[config.mk]
export PLATFORM = sky130hd
export DESIGN_NAME = pac_log_cell
export DESIGN_NICKNAME = d
export VERILOG_FILES = /design/src/rtl/pac_pkg.sv /design/src/rtl/pac_log_cell.sv
export SDC_FILE = /design/constraint.sdc
export NUM_CORES = 2
export LEC_CHECK = 0
export BUFFER_PORTS_ARGS = -buffer_cell sky130_fd_sc_hd__buf_2
export CORE_MARGIN = 1
export CORE_UTILIZATION = 45
export CTS_CLUSTER_DIAMETER = 60
export CTS_CLUSTER_SIZE = 14
export DETAILED_ROUTE_END_ITERATION = 12
export PLACE_DENSITY_LB_ADDON = 0.2
export RECOVER_POWER = 100
export SLEW_MARGIN = 20
export SYNTH_ARGS = -nofsm -noshare
export SYNTH_HDL_FRONTEND = slang
export SYNTH_SLANG_ARGS = --single-unit
[constraint.sdc]
create_clock -name clk -period 19.1 [get_ports clk]
set_clock_uncertainty 0.15 [all_clocks]
set_input_delay 0.955 -clock clk [delete_from_list [all_inputs] [get_ports clk]]
set_output_delay 0.955 -clock clk [all_outputs]
set_load 0.03 [all_outputs]
[src/rtl/pac_pkg.sv]
// pac_pkg: shared constants for the probabilistic approximate counter.
// Register indexes, reset values and fixed field widths.
// No dependencies.
`timescale 1ns / 1ps
`default_nettype none
package pac_pkg;

  localparam int CFG_IDX_W  = 1;
  localparam int CFG_DATA_W = 32;
  localparam int CNT_FIELD_W = 32;
  localparam int RAND_W     = 16;
  localparam int BETA_W     = 16;
  localparam int TP_W       = 32;

  typedef enum logic [CFG_IDX_W-1:0] {
    REG_TOTAL_POINTS = 1'b0,
    REG_BETA         = 1'b1
  } cfg_reg_t;

  localparam logic [TP_W-1:0]   TP_RESET   = 32'd1;
  localparam logic [BETA_W-1:0] BETA_RESET = 16'd256;

endpackage
`default_nettype wire

[src/rtl/pac_log_cell.sv]
// pac_log_cell: one fraction bit of the fixed-point log2 (square and compare).
// Carries a side payload along the chain. Uses pac_pkg.
`timescale 1ns / 1ps
`default_nettype none
module pac_log_cell #(
  parameter int LW = 21,
  parameter int SW = 8
) (
  input  wire logic          clk,
  input  wire logic          rst_n,
  input  wire logic          vld_i,
  input  wire logic [31:0]   m_i,
  input  wire logic [LW-1:0] res_i,
  input  wire logic [SW-1:0] side_i,
  output logic               vld_o,
  output logic [31:0]        m_o,
  output logic [LW-1:0]      res_o,
  output logic [SW-1:0]      side_o
);
  import pac_pkg::*;

  logic [63:0]   sq;
  logic [32:0]   sq_sh;
  logic          vld_r, vld_nxt;
  logic [31:0]   m_r, m_nxt;
  logic [LW-1:0] res_r, res_nxt;
  logic [SW-1:0] side_r, side_nxt;

  always_comb begin
    sq       = m_i * m_i;
    sq_sh    = sq[63:31];
    vld_nxt  = vld_i;
    side_nxt = side_i;
    if (sq_sh[32]) begin
      m_nxt   = sq_sh[32:1];
      res_nxt = {res_i[LW-2:0], 1'b1};
    end else begin
      m_nxt   = sq_sh[31:0];
      res_nxt = {res_i[LW-2:0], 1'b0};
    end
  end

  always_ff @(posedge clk) begin
    if (!rst_n) begin
      vld_r <= 1'b0;
    end else begin
      vld_r <= vld_nxt;
    end
    m_r    <= m_nxt;
    res_r  <= res_nxt;
    side_r <= side_nxt;
  end

  assign vld_o  = vld_r;
  assign m_o    = m_r;
  assign res_o  = res_r;
  assign side_o = side_r;
endmodule
`default_nettype wire

# Yosys cells after proc, flatten, opt, wreduce, memory -nomap -nowiden

Index checks and enable logic that the tools add are counted.

Multiply operators: 1
Mux-type cells: 2

Operators by type and width:

| cell                                           | number |
|---|---|
| 32-bit by 32-bit multiplier with 64-bit output | 1 |
| 31-bit 2-to-1 mux                              | 1 |
| 1-bit 2-to-1 mux                               | 1 |

Flip-flop bits (word level): 62
Output and inout port bits: 62

# Longest topological paths before layout

Word-level depth: 2
Mapped depth: 32

# Least setup slack after synthesis

No wires, ideal clock.

Kind: input port to flip-flop
Start: input port m_i[8]
End: register m_r[12], in the netlist m_o[12]
Stages on the path: 27
Buffers on the path: 4
Path slack: 10.632 ns
Arrival: 8.197 ns
Cells stage by stage: clkbuf_1 > clkbuf_1 > nand2_1 > inv_1 > fa_1 > fa_1 > inv_1 > fa_1 > fa_1 > inv_1 > fa_1 > fa_1 > fa_1 > fa_1 > ha_1 > a21o_1 > a211o_1 > a31oi_1 > o211ai_1 > and3_1 > o21a_2 > a2111oi_4 > o21a_1 > or2_1 > buf_6 > buf_6 > mux2_4

Longest elaborated chain between the ends: 2

RTL lines:

| element                                        | RTL line           | source |
|---|---|---|
| start: declaration                             | pac_log_cell.sv:12 | `input wire logic [31:0] m_i,` |
| 32-bit by 32-bit multiplier with 64-bit output | pac_log_cell.sv:30 | `sq = m_i * m_i;` |
| 31-bit 2-to-1 mux                              | pac_log_cell.sv:34 | `if (sq_sh[32]) begin` |
| net m_nxt[12]                                  | pac_log_cell.sv:25 | `logic [31:0] m_r, m_nxt;` |
| end signal: assignment                         | pac_log_cell.sv:49 | `m_r <= m_nxt;` |
| end: declaration                               | pac_log_cell.sv:25 |  |

The timed path passes the listed nets, and every way through them passes these cells.
A chain may end at the register's enable or synchronous reset.

# Worst setup path in the final report

Start: input port m_i[16]
End: register m_r[30], in the netlist m_o[30]

The elaborated chain is that of the path after synthesis.

==> impl_metrics.json <==
{
  "synth-edff-count": 0,
  "yosys_register_bits": 62,
  "post_drt_wl_per_cell_um": 18.8,
  "cell_area_after_synthesis_um2": 31000,
  "coreArea_um2": 67600,
  "io_pins": 126,
  "status": "finished with violations",
  "slew_headroom_pct": -65.1,
  "final_antenna_net_count": 0,
  "synth_async_sr_flop_share_pct": 0,
  "synthTopCellsByArea": "sky130_fd_sc_hd__fa_1 51%, sky130_fd_sc_hd__ha_1 12%, sky130_fd_sc_hd__inv_1 12%",
  "antenna_found_initial": 4,
  "dominantRegCellSynth": "sky130_fd_sc_hd__dfxtp_1",
  "postSynthAreaPerCell_um2": 9.43,
  "crit_path_start": "m_i[16]",
  "hpwlAfterDp_um": 63000,
  "setup_total_negative_slack_ns": 0,
  "endpoint_kind": "register",
  "slew_violations": 61,
  "worstSetupPathType": "primary input to register",
  "grt_setup_unrepaired": "false",
  "cp-start-kind": "primary input",
  "violations": "capacitance limit, slew limit",
  "mappedNetlistNets": 4444,
  "post_drt_via_cell_ratio": 4.99,
  "globalplace.congestion": 0.885,
  "yosys.cell_types.count": 67,
  "num-fill-cells": 6566,
  "route.vias.total": 20966,
  "tritoncts": "built",
  "slowest_delay_ns": 1.83,
  "max_cap_viol_count": 2,
  "cts_htree_levels": 3,
  "root_buffer": "sky130_fd_sc_hd__clkbuf_16",
  "critical_path.max_fanout": 33,
  "aggregate_routed_wire_length_um": 79100,
  "nets": 4478,
  "start_util_pct": 45.9,
  "global_route_wire_length_before_repair_um": 129000,
  "period_minus_slack_ns": 13.50,
  "hold_viol": 0,
  "die_area_um2": 70000,
  "seqCellArea_um2": 1240,
  "setup_viol_count_final": 0,
  "diodes": 0,
  "post-cts-setup-buffers": 0,
  "count_of_standard_cell_rows": 95,
  "drt_pre_antenna_iters": 5,
  "cts-root-to-sink-buffers": 2,
  "first_iter_violations": 1059,
  "fmax_mhz": 74.1,
  "layout_cells_sized_above_1_pct": 3.76,
  "min_path_cells": 1,
  "whs_ns": 0.583,
  "postCtsHoldBufs": 0,
  "yosysSeqAreaShare_pct": 4.00,
  "path_common_cell": "sky130_fd_sc_hd__fa_1",
  "chipWidth_um": 265,
  "vias_in_the_first_global_route": 23273,
  "multiInputGateArea_um2": 25500,
  "netlist_top_cells_count": "981 x sky130_fd_sc_hd__inv_1, 791 x sky130_fd_sc_hd__fa_1, 300 x sky130_fd_sc_hd__ha_1, 299 x sky130_fd_sc_hd__nand2_1, 233 x sky130_fd_sc_hd__and2_1",
  "grt-ovfl-total": 0,
  "netlist.area_leader.share_pct": 51.1,
  "cts_made_buffers": 9,
  "grt_start_max_net_pins": 42,
  "yosysMostFrequentCell": "sky130_fd_sc_hd__inv_1",
  "buffers_on_ports": 124,
  "cts.sinks": 62,
  "area_delta_synth_final_pct": 4.88,
  "cts_resized": 0,
  "cp.required_ns": 19.00,
  "min_period_over_period_pct": 70.7,
  "clk_pin_slew_ns": 0.05,
  "worst_slew_pin_slew_ns": 2.48,
  "arrival_ns": 13.40,
  "yosysTopAreaCell": "sky130_fd_sc_hd__fa_1",
  "drc": 0,
  "grt_use_total_pct": 24.0,
  "die-height_um": 265,
  "postSynthCellCount": 3289,
  "worst_path_max_delay_cell": "sky130_fd_sc_hd__or2_0",
  "synth-warning-count": 0,
  "hold_path_class": "primary input to register",
  "critPathCapture": "m_o[30]"
}
[stage by stage]
step	util, %	setup slack, ns	area [µm²]	std cells
after floorplan	-	10.63	31000	3289
after global placement	47.9	8.72	32400	4185
after detailed placement	47.9	8.56	32400	4185
after CTS	48.3	8.88	32700	4201
after global routing	48.1	5.14	32500	4201
final	48.1	5.60	32500	4201
[layout by cell type, fill, tap and decap left out, drive strengths merged, types with 17 or more instances in the layout]
cell type / n
a21o: 46
a21oi: 73
and2: 233
buf: 82
clkbuf: 75
dfxtp: 62
fa: 791
ha: 300
inv: 982
mux2i: 19
nand2: 299
nand3: 17
nor2: 62
o21ai: 36
xnor2: 36
xor2: 39
[logic make-up after synthesis]
logic type,Yosys count,synth area share [%]
buffers and inverters,1105,13.5
xor gates and xnor gates,75,2.12
muxes,32,1.19
adders and majority gates,1091,63.2
DFF,62,4.00
and+or+nand+nor,681,10.8
AOI/OAI and AO/OA,243,5.28
[cell type report]
cell class	instances	area share, %
clock inverters	4	0.0692
repair buffers	145	2.14
inverters	983	11.3
flip-flops and latches	62	3.82
well taps	873	3.36
clock buffers	12	0.758
multi-input cells	2122	78.5
[how the worst min path moves through the flow]
stage | endpoint | start | slack (ns)
4_1_cts | side_o[6] | side_i[6] | 0.57
3_5_place_dp | side_o[7] | side_i[7] | 0.91
3_3_place_gp | res_o[10] | res_i[9] | 0.91
6_report | res_o[17] | res_i[16] | 0.58
2_1_floorplan | res_o[10] | res_i[9] | 0.83
5_1_grt | side_o[6] | side_i[6] | 0.57
[worst max-delay path, delay by kind of cell]
family	cells	cell delay [ns]
AND/OR/NAND/NOR	3	2.60
adder cells (fa/ha/maj)	9	4.36
AO/OA/AOI/OAI	8	2.57
buffers and inverters	5	2.85
[registers in the layout, summed over array words and instances, names as in the netlist]
register	count
res_o	21
side_o	8
vld_o	1
m_o	32
[layer usage]
metal  vias to the layer above  routed length (µm)  GRT usage, %
met4                         2                2720          6.90
met1                     10691               33200          31.6
li1                       9669                   -             -
met3                       125                3670          3.09
met2                       479               39500          41.4
met5                         -                   9             0
Power is left out: the tool's default activity adds up to more than one toggle a clock period on the data nets, which glitch-free logic cannot reach.
