===== src/rtl/pac_pkg.sv =====
// pac_pkg: shared constants for the probabilistic approximate counter.
// Register indexes, reset values and fixed field widths.
// No dependencies.
`timescale 1ns / 1ps
`default_nettype none
package pac_pkg;

  localparam int CFG_IDX_W  = 1;
  localparam int CFG_DATA_W = 32;
  localparam int CNT_FIELD_W = 32;
  localparam int RAND_W     = 16;
  localparam int BETA_W     = 16;
  localparam int TP_W       = 32;

  typedef enum logic [CFG_IDX_W-1:0] {
    REG_TOTAL_POINTS = 1'b0,
    REG_BETA         = 1'b1
  } cfg_reg_t;

  localparam logic [TP_W-1:0]   TP_RESET   = 32'd1;
  localparam logic [BETA_W-1:0] BETA_RESET = 16'd256;

endpackage
`default_nettype wire


===== src/rtl/pac_div_cell.sv =====
// pac_div_cell: one quotient bit of a restoring divider.
// Divisor and side payload travel with the item. Uses pac_pkg.
`timescale 1ns / 1ps
`default_nettype none
module pac_div_cell #(
  parameter int LW = 21,
  parameter int NW = 56,
  parameter int SW = 8
) (
  input  wire logic          clk,
  input  wire logic          rst_n,
  input  wire logic          vld_i,
  input  wire logic [LW-1:0] dvs_i,
  input  wire logic [LW-1:0] rem_i,
  input  wire logic [NW-1:0] q_i,
  input  wire logic [SW-1:0] side_i,
  output logic               vld_o,
  output logic [LW-1:0]      dvs_o,
  output logic [LW-1:0]      rem_o,
  output logic [NW-1:0]      q_o,
  output logic [SW-1:0]      side_o
);
  import pac_pkg::*;

  logic [LW:0]   trial;
  logic          vld_r;
  logic [LW-1:0] dvs_r, rem_r, rem_nxt;
  logic [NW-1:0] q_r, q_nxt;
  logic [SW-1:0] side_r;

  always_comb begin
    trial = {rem_i, q_i[NW-1]};
    if (trial >= {1'b0, dvs_i}) begin
      rem_nxt = LW'(trial - {1'b0, dvs_i});
      q_nxt   = {q_i[NW-2:0], 1'b1};
    end else begin
      rem_nxt = trial[LW-1:0];
      q_nxt   = {q_i[NW-2:0], 1'b0};
    end
  end

  always_ff @(posedge clk) begin
    if (!rst_n) begin
      vld_r <= 1'b0;
    end else begin
      vld_r <= vld_i;
    end
    dvs_r  <= dvs_i;
    rem_r  <= rem_nxt;
    q_r    <= q_nxt;
    side_r <= side_i;
  end

  assign vld_o  = vld_r;
  assign dvs_o  = dvs_r;
  assign rem_o  = rem_r;
  assign q_o    = q_r;
  assign side_o = side_r;
endmodule
`default_nettype wire


===== config.mk =====
export PLATFORM = sky130hd
export DESIGN_NAME = pac_div_cell
export DESIGN_NICKNAME = d
export VERILOG_FILES = /design/src/rtl/pac_pkg.sv /design/src/rtl/pac_div_cell.sv
export SDC_FILE = /design/constraint.sdc
export NUM_CORES = 1
export LEC_CHECK = 0
export BUFFER_PORTS_ARGS = -buffer_cell sky130_fd_sc_hd__buf_2
export CORE_MARGIN = 5
export CORE_UTILIZATION = 43
export CTS_CLUSTER_DIAMETER = 100
export CTS_CLUSTER_SIZE = 16
export DETAILED_ROUTE_END_ITERATION = 8
export HOLD_SLACK_MARGIN = 0.08
export MAX_ROUTING_LAYER = met4
export PLACE_DENSITY = 0.79
export SETUP_SLACK_MARGIN = 0.2
export SLEW_MARGIN = 20
export SYNTH_ARGS = -nofsm -noshare
export SYNTH_HDL_FRONTEND = slang
export SYNTH_SLANG_ARGS = --single-unit

===== constraint.sdc =====
create_clock -name clk -period 3.35 [get_ports clk]
set_input_delay 0.5025 -clock clk [delete_from_list [all_inputs] [get_ports clk]]
set_output_delay 0.5025 -clock clk [all_outputs]
set_load 0.005 [all_outputs]

# After elaboration in Yosys (flattened, before gate mapping)
# Index checks and enable logic that the tools add are counted.
[op_classes] addsub=1 muxes=2 magnitude_cmp=1
[op_table] op="22-bit by 21-bit greater-or-equal comparator with 1-bit output" count=1
[op_table] op="21-bit 2-to-1 mux" count=1
[op_table] op="21-bit subtractor" count=1
[op_table] op="1-bit 2-to-1 mux" count=1
[totals] register_bits=107 out_inout_bits=107 in_bits=109

# Depth between registers and ports, before layout
# Gate-level depths: netlist (run 1).
[logic_depth] depth_word=2 ltp_mapped=13

# Least setup slack after synthesis (run 1)
# Ideal clock, no wire load.
[synth_timing] path_kind="input to register" startpoint="input q_i[55]" endpoint="register rem_r[17] (netlist: rem_o[17])" t_arrival_ns=2.452 path_slack_ns=0.780 stages=12 t_required_ns=3.231 setup_ns=0.119 path_cell_list="inv_1 ha_1 inv_1 fa_1 a21oi_2 o211ai_2 a21boi_2 a2111oi_4 or2_1 buf_6 buf_6 o221a_1"
[synth_via] elab_chain_cells=2 elab_cells_between_ends=3
[synth_rtl] item="start: declaration" line_no="pac_div_cell.sv:15" source="input wire logic [NW-1:0] q_i,"
[synth_rtl] item="21-bit subtractor or 22-bit by 21-bit greater-or-equal comparator with 1-bit output (tied branches)" line_no="pac_div_cell.sv:34, pac_div_cell.sv:33"
[synth_rtl] item="21-bit 2-to-1 mux (*)" line_no="pac_div_cell.sv:33" source="if (trial >= {1'b0, dvs_i}) begin"
[synth_rtl] item="named net rem_nxt[17]" line_no="pac_div_cell.sv:27" source="logic [LW-1:0] dvs_r, rem_r, rem_nxt;"
[synth_rtl] item="end signal: assignment" line_no="pac_div_cell.sv:49" source="rem_r <= rem_nxt;"
[synth_rtl] item="end: declaration" line_no="pac_div_cell.sv:27"
# Mark *: on every way through the listed nets, which the timed path passes. The rest lies on a longest branch.
# A chain may end at the register's enable or synchronous reset.

# Worst setup path in the final report (run 1)
[layout_timing] startpoint="input dvs_i[9]" endpoint="register rem_r[10] (netlist: rem_o[10])"
[layout_via] elab_chain_cells=2 elab_cells_between_ends=3
[layout_rtl] item="start: declaration" line_no="pac_div_cell.sv:13" source="input wire logic [LW-1:0] dvs_i,"
[layout_rtl] item="21-bit subtractor or 22-bit by 21-bit greater-or-equal comparator with 1-bit output (tied branches)" line_no="pac_div_cell.sv:34, pac_div_cell.sv:33"
[layout_rtl] item="21-bit 2-to-1 mux (*)" line_no="pac_div_cell.sv:33"
[layout_rtl] item="named net rem_nxt[10]" line_no="pac_div_cell.sv:27"
# Marked as above.

==> results.py, run 1 <==
metrics = {
    "outcome": {
        "status": "finished clean",
    },
    "finish": {
        "fillCellCount": 720,
        "fin_area_mm2": 0.00500,
        "drive_gt1_share_pct": 44.6,
        "num-nets-final": 688,
        "final_common_cell": "buf_2",
        "layout.cells.non_filler": 668,
        "area_delta_synth_final_pct": 37.2,
        "utilization_pct": 60.6,
        "layout_common_cells": "buf_2 (215), dfxtp_1 (107), a21oi_1 (36)",
    },
    "pwr": {
        "leakage_nw": 2.55,
        "power_mw": 2.63,
        "clock_power_share_pct": 27.8,
        "power_switching_uw": 727,
        "vdd_drop_max_mv": 0.236,
        "combPwrFrac_pct": 18.9,
        "pwr_density_cell_mw_per_mm2": 526,
        "p_int_mw": 1.91,
        "p_seq_share_pct": 53.3,
        "swShare_pct": 27.6,
    },
    "detailed_routing": {
        "drt_first_iter_violations": 112,
        "ant_nets": 0,
        "dr_total_vias": 3123,
        "wl_per_cell_um": 15.5,
        "via_per_inst": 4.68,
        "wirelength_um": 10400,
        "drc": 0,
        "first_pass_iters": 4,
    },
    "setup_path": {
        "critPathMaxStageDelay_ns": 0.68,
        "endpoint_kind": "register",
        "start_kind": "input port",
        "path_max_fanout": 20,
        "critPathCapture": "rem_o[10]",
        "crit_path_cell_trace": "buf_2 > inv_1 > ha_1 > nand4_1 > nor4_1 > a21oi_2 > o21ai_2 > or2_1 > buf_4 > nor2_1 > a21oi_1",
        "worst-setup-path-type": "in2reg",
        "crit_arrival_ns": 3.06,
        "required_ns": 3.64,
        "cp-startpoint": "dvs_i[9]",
        "worst_path_max_delay_cell": "or2_1",
    },
    "sta": {
        "maxSlewHeadroom_pct": 44.9,
        "fmax_mhz": 361,
        "setup_viol": 0,
        "hold_viol": 0,
        "rsz0062_at_grt": "no",
        "final.period_utilization_pct": 82.6,
        "tightest_slew_ns": 0.827,
        "fin_crit_ns": 2.77,
        "fin_tns_setup_ns": 0,
        "slew_viol_final": 0,
    },
    "placed_design": {
        "gp_congestion": 0.902,
        "dp.cells": 651,
        "port_buffers": 215,
        "hpwlAfterDp_um": 8670,
        "postPlaceCellArea_mm2": 0.00482,
    },
    "floorplan": {
        "initial_core_util_pct": 44.2,
        "dieArea_mm2": 0.0104,
        "die_w_um": 102,
        "die-height_um": 102,
        "ios": 216,
        "coreArea_mm2": 0.00826,
        "rows": 33,
    },
    "global_routing": {
        "grt_pass1_wl_um": 15400,
        "grtUsageTotal_pct": 19.8,
        "grt_max_degree": 21,
        "antenna_found_initial": 2,
        "grt_overflow_total": 0,
        "grt_pass1_vias": 3182,
    },
    "synth": {
        "yosys_warnings": 0,
        "ys_types": 50,
        "synth_compound_area_share_pct": 14.8,
        "synth_nets": 468,
        "syn_area_mm2": 0.00365,
        "yosys_most_used_dff": "dfxtp_1",
        "synthMuxAreaShare_pct": 2.09,
        "synth-simple-area-share_pct": 8.13,
        "postSynthAreaPerCell_um2": 10.8,
        "yosysTopAreaCellShare_pct": 58.8,
        "synthAdderAreaFrac_pct": 7.76,
        "synth_area_leaders": "dfxtp_1 (59%), ha_1 (7.2%), a21oi_1 (4.9%)",
        "synth_area_leader_cell": "dfxtp_1",
        "yosysSeqAreaShare_pct": 58.8,
        "synthXorXnorAreaFrac_pct": 3.36,
        "synth-async-reset-ratio_pct": 0,
        "syn_inst": 337,
        "synth-seq-cells": 107,
        "synth_edf_count": 0,
        "synth_top_family_by_area": "compound AO/OA/AOI/OAI gates",
    },
    "cts": {
        "cts_setup_buffers": 0,
        "cts_root_buf": "clkbuf_8",
        "ctsResizeCount": 0,
        "cts_max_path_buffers": 2,
        "clk_pin_slew_ns": 0.11,
        "cts_tree": "built",
        "htree_levels": 3,
        "numCtsBuffers": 9,
        "hold_buffers": 0,
        "cts.sinks": 107,
    },
    "min_path": {
        "hold_start": "side_i[2]",
        "hold_path_class": "in2reg",
    },
    "flow_run": {
        "drv_cap": 0,
    },
}
## power groups by stage
stage | clock [mW] | sequential (mW) | combinational (mW)
after floorplan | 0 | 1.45 | 0.249
after global placement | 0 | 1.43 | 0.487
after detailed placement | 0 | 1.43 | 0.500
after CTS | 0.756 | 1.40 | 0.504
after global routing | 0.810 | 1.41 | 0.555
final | 0.733 | 1.40 | 0.498
## metrics by stage
stage          setup WS (ns)  hold slack (ns)
3_5_place_dp           0.243            0.606
2_1_floorplan          0.780            0.530
3_3_place_gp           0.321            0.605
6_report               0.583            0.229
5_1_grt                0.387            0.196
4_1_cts                0.621            0.210
## metal layers
metal  part of all wire (%)  track usage, %  vias up
li1                       -               -     1581
met4                    1.7            7.27        0
met3                    8.8            5.32       14
met5                      0               -        -
met2                     52            34.9      132
met1                     37            21.3     1396
## state kept, by name (all words and copies together), names as in the netlist
register	count
q_o	56
dvs_o	21
rem_o	21
side_o	8
vld_o	1
## Yosys cell counts, types with 3 or more instances
master,instances
nand4_1,4
nor3_1,3
o21a_1,4
xnor2_1,10
nor2_1,25
nand2_1,14
ha_1,21
o21ai_0,14
inv_1,32
dfxtp_1,107
buf_2,4
a21o_1,5
xor2_1,4
nand3_1,4
nor2b_1,3
a21oi_1,36
mux2_2,5
## logic make-up (layout without fill, tap and decap cells)
logic type / count (synthesis) / in the layout
fa+ha+maj: 22 / 22
xor+xnor: 14 / 14
mux: 7 / 7
compound gates: 82 / 82
buf+inv: 42 / 266
flops: 107 / 107
simple gates: 63 / 63
other cells: 0 / 2
## critical path: cells and delay by family
family | cells | cell delay, ns
and+or+nand+nor | 4 | 1.36
buffers and inverters | 3 | 0.42
adders and majority gates | 1 | 0.41
AOI/OAI and AO/OA | 3 | 0.36
## worst min path at each step
| stage | endpoint | slack [ns] | depth (start not counted) |
|---|---|---|---|
| 2_1_floorplan | dvs_o[0] | 0.53 | 0 |
| 6_report | side_o[2] | 0.23 | 1 |
| 3_3_place_gp | q_o[55] | 0.61 | 1 |
| 3_5_place_dp | q_o[47] | 0.61 | 1 |
| 4_1_cts | side_o[2] | 0.21 | 1 |
| 5_1_grt | q_o[9] | 0.20 | 1 |
## cell type report
cell class,instances,area [µm²],area share (%)
tap,105,131,2.63
clock inverter,6,57.6,1.15
inverter,32,120,2.40
sequential,107,2140,42.8
multi-input combinational,188,1320,26.3
timing repair buffer,219,1110,22.1
antenna,2,5.00,0.100
clock buffer,9,124,2.48
(Power assumes the default switching activity.)
==> run 2: changes to the inputs <==
--- a/config.mk
+++ b/config.mk
@@ -5,9 +5,10 @@
 export SDC_FILE = /design/constraint.sdc
 export NUM_CORES = 1
 export LEC_CHECK = 0
+export ABC_AREA = 1
 export BUFFER_PORTS_ARGS = -buffer_cell sky130_fd_sc_hd__buf_2
 export CORE_MARGIN = 5
-export CORE_UTILIZATION = 43
+export CORE_UTILIZATION = 44
 export CTS_CLUSTER_DIAMETER = 100
 export CTS_CLUSTER_SIZE = 16
 export DETAILED_ROUTE_END_ITERATION = 8
==> constraint.sdc (replaced) <==
create_clock -name clk -period 2.6 [get_ports clk]
set_input_delay 0.39 -clock clk [delete_from_list [all_inputs] [get_ports clk]]
set_output_delay 0.39 -clock clk [all_outputs]
set_load 0.005 [all_outputs]
==> run 2 against run 1 <==
Against the previous run: via count up 17%; cell count grew 21%; synthesized cell count grew 41%; routed wire length up 8.9%; power increased by 29%; combinational power is 34% higher; final area is 6.3% higher; worst hold slack got worse by 0.11 ns; critical endpoint unchanged.
==> results.py, run 2 <==
metrics = {
    "floorplan": {
        "ios": 216,
        "coreArea_mm2": 0.00876,
        "dieArea_mm2": 0.0110,
        "die_w_um": 105,
        "initial_core_util_pct": 45.2,
        "rows": 34,
        "die-height_um": 105,
    },
    "setup_path": {
        "crit_arrival_ns": 2.31,
        "critPathTopFamily": "simple AND/OR/NAND/NOR gates",
        "path_max_fanout": 20,
        "endpoint_kind": "register",
        "worst-setup-path-type": "in2reg",
        "cpMostUsedCell": "nand2_1",
        "start_kind": "input port",
        "critPathMaxStageDelay_ns": 0.41,
        "cp_num_buf_inv": 4,
        "required_ns": 2.90,
        "worst_path_max_delay_cell": "fa_1",
        "crit_path_cell_trace": "buf_2 > inv_1 > ha_1 > inv_1 > fa_1 > nand2_1 > nand2_1 > nand3_2 > nand2_2 > nand2_1 > nand2_2 > nand2_2 > nand2_4 > inv_4 > nand2_1 > nand2_1",
    },
    "placed_design": {
        "hpwlAfterDp_um": 9630,
        "port_buffers": 215,
        "gp_congestion": 0.883,
    },
    "detailed_routing": {
        "via_per_inst": 4.49,
        "ant_nets": 0,
        "drc": 0,
        "dr_total_vias": 3640,
        "wirelength_um": 11300,
        "first_pass_iters": 4,
        "wl_per_cell_um": 13.9,
        "drt_first_iter_violations": 124,
    },
    "synth": {
        "yosysTopAreaCellShare_pct": 54.1,
        "syn_area_mm2": 0.00396,
        "synth_edf_count": 0,
        "synth_area_leader_cell": "dfxtp_1",
        "ys_types": 28,
        "synth_nets": 606,
        "postSynthAreaPerCell_um2": 8.34,
        "synth_most_common_cell": "nand2_1",
        "yosysSeqAreaShare_pct": 54.1,
        "yosys_most_used_dff": "dfxtp_1",
        "synth-seq-cells": 107,
        "synth_area_leaders": "dfxtp_1 (54%), nand2_1 (15%), inv_1 (6.7%)",
        "synthTopCellsByCount": "nand2_1 (157), dfxtp_1 (107), inv_1 (71), nand3_1 (27), nor2_1 (25)",
        "yosys_warnings": 0,
        "synth-async-reset-ratio_pct": 0,
        "syn_inst": 475,
    },
    "sta": {
        "fin_crit_ns": 2.01,
        "fmax_mhz": 497,
        "final.period_utilization_pct": 77.4,
        "slew_viol_final": 0,
        "hold_viol": 0,
        "tightest_slew_ns": 0.309,
        "fin_tns_setup_ns": 0,
        "maxSlewHeadroom_pct": 79.4,
        "setup_viol": 0,
        "rsz0062_at_grt": "no",
    },
    "pwr": {
        "pwr_density_cell_mw_per_mm2": 640,
        "leakage_nw": 3.05,
        "vdd_drop_max_mv": 0.266,
    },
    "global_routing": {
        "grt_overflow_total": 0,
        "grtUsageTotal_pct": 21.3,
        "grt_pass1_wl_um": 18400,
        "grt_max_degree": 21,
        "antenna_found_initial": 0,
        "grt_pass1_vias": 3772,
    },
    "finish": {
        "drive_gt1_share_pct": 36.4,
        "fillCellCount": 826,
        "area_delta_synth_final_pct": 34.2,
        "num-nets-final": 829,
        "largest_register_ff_count": 56,
        "layout_common_cells": "buf_2 (215), nand2_1 (157), dfxtp_1 (107)",
        "diodes": 0,
        "final_common_cell": "buf_2",
        "utilization_pct": 60.7,
    },
    "min_path": {
        "hold_path_class": "in2reg",
    },
    "cts": {
        "cts_tree": "built",
        "cts_setup_buffers": 0,
        "ctsResizeCount": 0,
        "cts_max_path_buffers": 2,
        "cts_root_buf": "clkbuf_8",
        "clk_pin_slew_ns": 0.10,
        "htree_levels": 3,
        "numCtsBuffers": 9,
        "hold_buffers": 0,
        "cts.sinks": 107,
    },
    "flow_run": {
        "drv_cap": 0,
    },
    "outcome": {
        "status": "finished clean",
    },
}
==> run 2: power by group <==
part           leakage (nW)  total, mW  switching [mW]  internal [mW]
Sequential            0.903       1.80          0.0278           1.77
Clock                0.0938      0.936           0.567          0.370
Combinational          2.06      0.668           0.380          0.288
Total                  3.05       3.40           0.974           2.43
==> run 2: metal layers <==
metal  vias up  GRT usage, %  share of wire (%)
met5         -             -                  0
met4         0          8.77                2.6
met3        22          5.36                7.3
met2       137          37.8                 52
met1      1593          22.4                 38
li1       1888             -                  -
==> run 2: path summary, 6_finish.rpt <==
path	start	to	slack, ns	depth (start not counted)
worst min-delay path	side_i[5]	side_o[5]	0.12	1
worst max-delay path	q_i[55]	rem_o[10]	0.59	16
==> run 2: area by class of cell <==
class | count | area (µm²) | area share (%)
tap | 108 | 135 | 2.54
clock buffer | 10 | 128 | 2.40
clock inverter | 6 | 55.1 | 1.04
multi-input combinational | 290 | 1490 | 28.1
inverter | 74 | 280 | 5.27
timing repair buffer | 216 | 1080 | 20.4
sequential | 107 | 2140 | 40.3
==> run 2: kinds of logic after synthesis <==
group	count (synthesis)	synth area share [%]
AND/OR/NAND/NOR	242	26.2
adder cells (fa/ha/maj)	22	7.14
buffers and inverters	78	8.22
flip-flops	107	54.1
AO/OA/AOI/OAI	18	2.56
XOR/XNOR	8	1.77
==> run 2: stage by stage <==
| stage | power (mW) | worst slack (ns) | instance area [µm²] | hold WS (ns) | std cells |
|---|---|---|---|---|---|
| final | 3.40 | 0.588 | 5320 | 0.118 | 811 |
| after global routing | 3.63 | 0.359 | 5320 | 0.0863 | 811 |
| after CTS | 3.45 | 0.585 | 5320 | 0.0992 | 811 |
| after detailed placement | 2.51 | 0.195 | 5130 | 0.494 | 795 |
| after global placement | 2.50 | 0.293 | 5130 | 0.493 | 795 |
| after floorplan | 2.20 | 0.666 | 3960 | 0.418 | 475 |
==> run 3: changes to the inputs <==
--- a/config.mk
+++ b/config.mk
@@ -8,13 +8,13 @@
 export ABC_AREA = 1
 export BUFFER_PORTS_ARGS = -buffer_cell sky130_fd_sc_hd__buf_2
 export CORE_MARGIN = 5
-export CORE_UTILIZATION = 44
+export CORE_UTILIZATION = 40
 export CTS_CLUSTER_DIAMETER = 100
 export CTS_CLUSTER_SIZE = 16
 export DETAILED_ROUTE_END_ITERATION = 8
 export HOLD_SLACK_MARGIN = 0.08
 export MAX_ROUTING_LAYER = met4
-export PLACE_DENSITY = 0.79
+export PLACE_DENSITY = 0.76
 export SETUP_SLACK_MARGIN = 0.2
 export SLEW_MARGIN = 20
 export SYNTH_ARGS = -nofsm -noshare
==> constraint.sdc (replaced) <==
create_clock -name clk -period 1.74 [get_ports clk]
set_input_delay 0.261 -clock clk [delete_from_list [all_inputs] [get_ports clk]]
set_output_delay 0.261 -clock clk [all_outputs]
set_load 0.005 [all_outputs]
==> run 3 against run 2 <==
Against the previous run: worst hold slack worse by 0.0058 ns; utilization up 13 points; critical path type unchanged; final area up 35%; non-clock buffer count up 167.
==> results.py, run 3 (same netlist as run 2, synthesis figures left out) <==
metrics = {
    "detailed_routing": {
        "drt_first_iter_violations": 246,
        "wl_per_cell_um": 16.0,
        "dr_total_vias": 4469,
        "via_per_inst": 4.45,
        "ant_nets": 0,
        "wirelength_um": 16100,
        "first_pass_iters": 4,
        "drc": 0,
    },
    "pwr": {
        "leakage_nw": 3.89,
        "power_mw": 5.84,
        "pwr_density_cell_mw_per_mm2": 816,
        "vdd_drop_max_mv": 0.594,
    },
    "cts": {
        "htree_levels": 3,
        "cts.sinks": 107,
        "cts_tree": "built",
        "numCtsBuffers": 9,
        "cts_max_path_buffers": 2,
        "clk_pin_slew_ns": 0.10,
        "cts_root_buf": "clkbuf_8",
    },
    "floorplan": {
        "initial_core_util_pct": 40.7,
        "ios": 216,
        "rows": 36,
        "die-height_um": 110,
        "coreArea_mm2": 0.00973,
        "die_w_um": 110,
        "dieArea_mm2": 0.0120,
    },
    "sta": {
        "whs_ns": 0.113,
        "maxSlewHeadroom_pct": 82.4,
        "setup_slack_ns": 0.171,
        "hold_viol": 0,
        "fmax_mhz": 637,
        "setup_viol": 0,
        "tightest_slew_ns": 0.265,
        "fin_crit_ns": 1.57,
        "final.period_utilization_pct": 90.2,
        "rsz0062_at_grt": "yes",
        "slew_viol_final": 0,
    },
    "placed_design": {
        "hpwlAfterDp_um": 10200,
        "port_buffers": 215,
        "pre_cts_ws_ns": -0.308,
        "gp_congestion": 0.894,
    },
    "flow_run": {
        "drv_cap": 0,
    },
    "finish": {
        "drive_gt1_share_pct": 42.8,
        "area_delta_synth_final_pct": 80.7,
        "final_common_cell": "buf_2",
        "fillCellCount": 683,
        "num-nets-final": 996,
        "layout_common_cells": "buf_2 (214), nand2_1 (152), dfxtp_1 (107)",
        "largest_register_ff_count": 56,
    },
    "global_routing": {
        "grt_pass1_wl_um": 23600,
        "grt_overflow_total": 0,
        "grtUsageTotal_pct": 26.6,
        "grt_max_degree": 21,
        "grt_pass1_vias": 4708,
        "antenna_found_initial": 2,
    },
    "setup_path": {
        "worst-setup-path-type": "in2reg",
        "endpoint_kind": "register",
        "start_kind": "input port",
        "required_ns": 2.01,
        "path_max_fanout": 5,
        "crit_arrival_ns": 1.84,
    },
    "outcome": {
        "status": "finished clean",
    },
    "min_path": {
        "hold_path_class": "in2reg",
    },
}
## run 3: timing repair
item | 4_1_cts | 5_1_grt
hold endpoints to repair | 85 | 0
endpoints found under the setup margin | 21 | 21
gates cloned | 2 | 0
pin swaps | 4 | 7
hold buffers | 86 | 0
resized for setup | 16 | 23
buffers inserted | 6 | 4
## run 3: worst paths after layout
path	from	end	slack, ns	cells after the start
setup / recovery	q_i[55]	rem_o[20]	0.17	16
hold / removal	rem_i[5]	rem_o[6]	0.11	3
## run 3: worst max-delay path: stages
cell     delay, ns
buf_8         0.11
inv_12        0.04
ha_4          0.12
inv_4         0.03
fa_2          0.34
nand2_2       0.10
nand2_2       0.07
nand3_2       0.06
nand2_2       0.06
nand2_2       0.10
nand2_4       0.06
nand2_4       0.09
nand2_8       0.11
buf_12        0.16
nand3_2       0.07
nand2_2       0.05
## run 3: final cells by class
type,instances,area (µm²),area share [%]
diodes,2,5.00,0.0699
flip-flops and latches,107,2140,29.9
repair buffers,383,2620,36.6
inverters,74,300,4.20
clock inverters,6,73.8,1.03
clock buffers,9,124,1.73
multi-input cells,290,1720,24.1
well taps,133,166,2.33
## run 3: power breakdown
group	switching, mW	total, mW	leakage (nW)	internal [mW]
clock	0.897	1.58	0.0943	0.680
sequential	0.0615	2.71	0.903	2.65
combinational	0.737	1.55	2.89	0.811
total	1.70	5.84	3.89	4.14
## run 3: through the flow
| step | cells | cell area [µm²] | setup TNS [ns] | utilization, % |
|---|---|---|---|---|
| 4_1_cts | 998 | 6990 | 0 | 71.8 |
| 6_report | 1004 | 7160 | 0 | 73.5 |
| 2_1_floorplan | 475 | 4060 | 0 | - |
| 3_3_place_gp | 889 | 5770 | -4.16 | 59.3 |
| 5_1_grt | 1004 | 7160 | 0 | 73.5 |
| 3_5_place_dp | 889 | 5770 | -5.93 | 59.3 |
## run 3: routing by layer
metal,vias to the layer above,wire length (µm),track usage [%]
li1,2228,-,-
met1,2028,6140,28.2
met2,170,8270,47.3
met3,43,1010,6.28
met4,0,633,11.0
met5,-,0,-
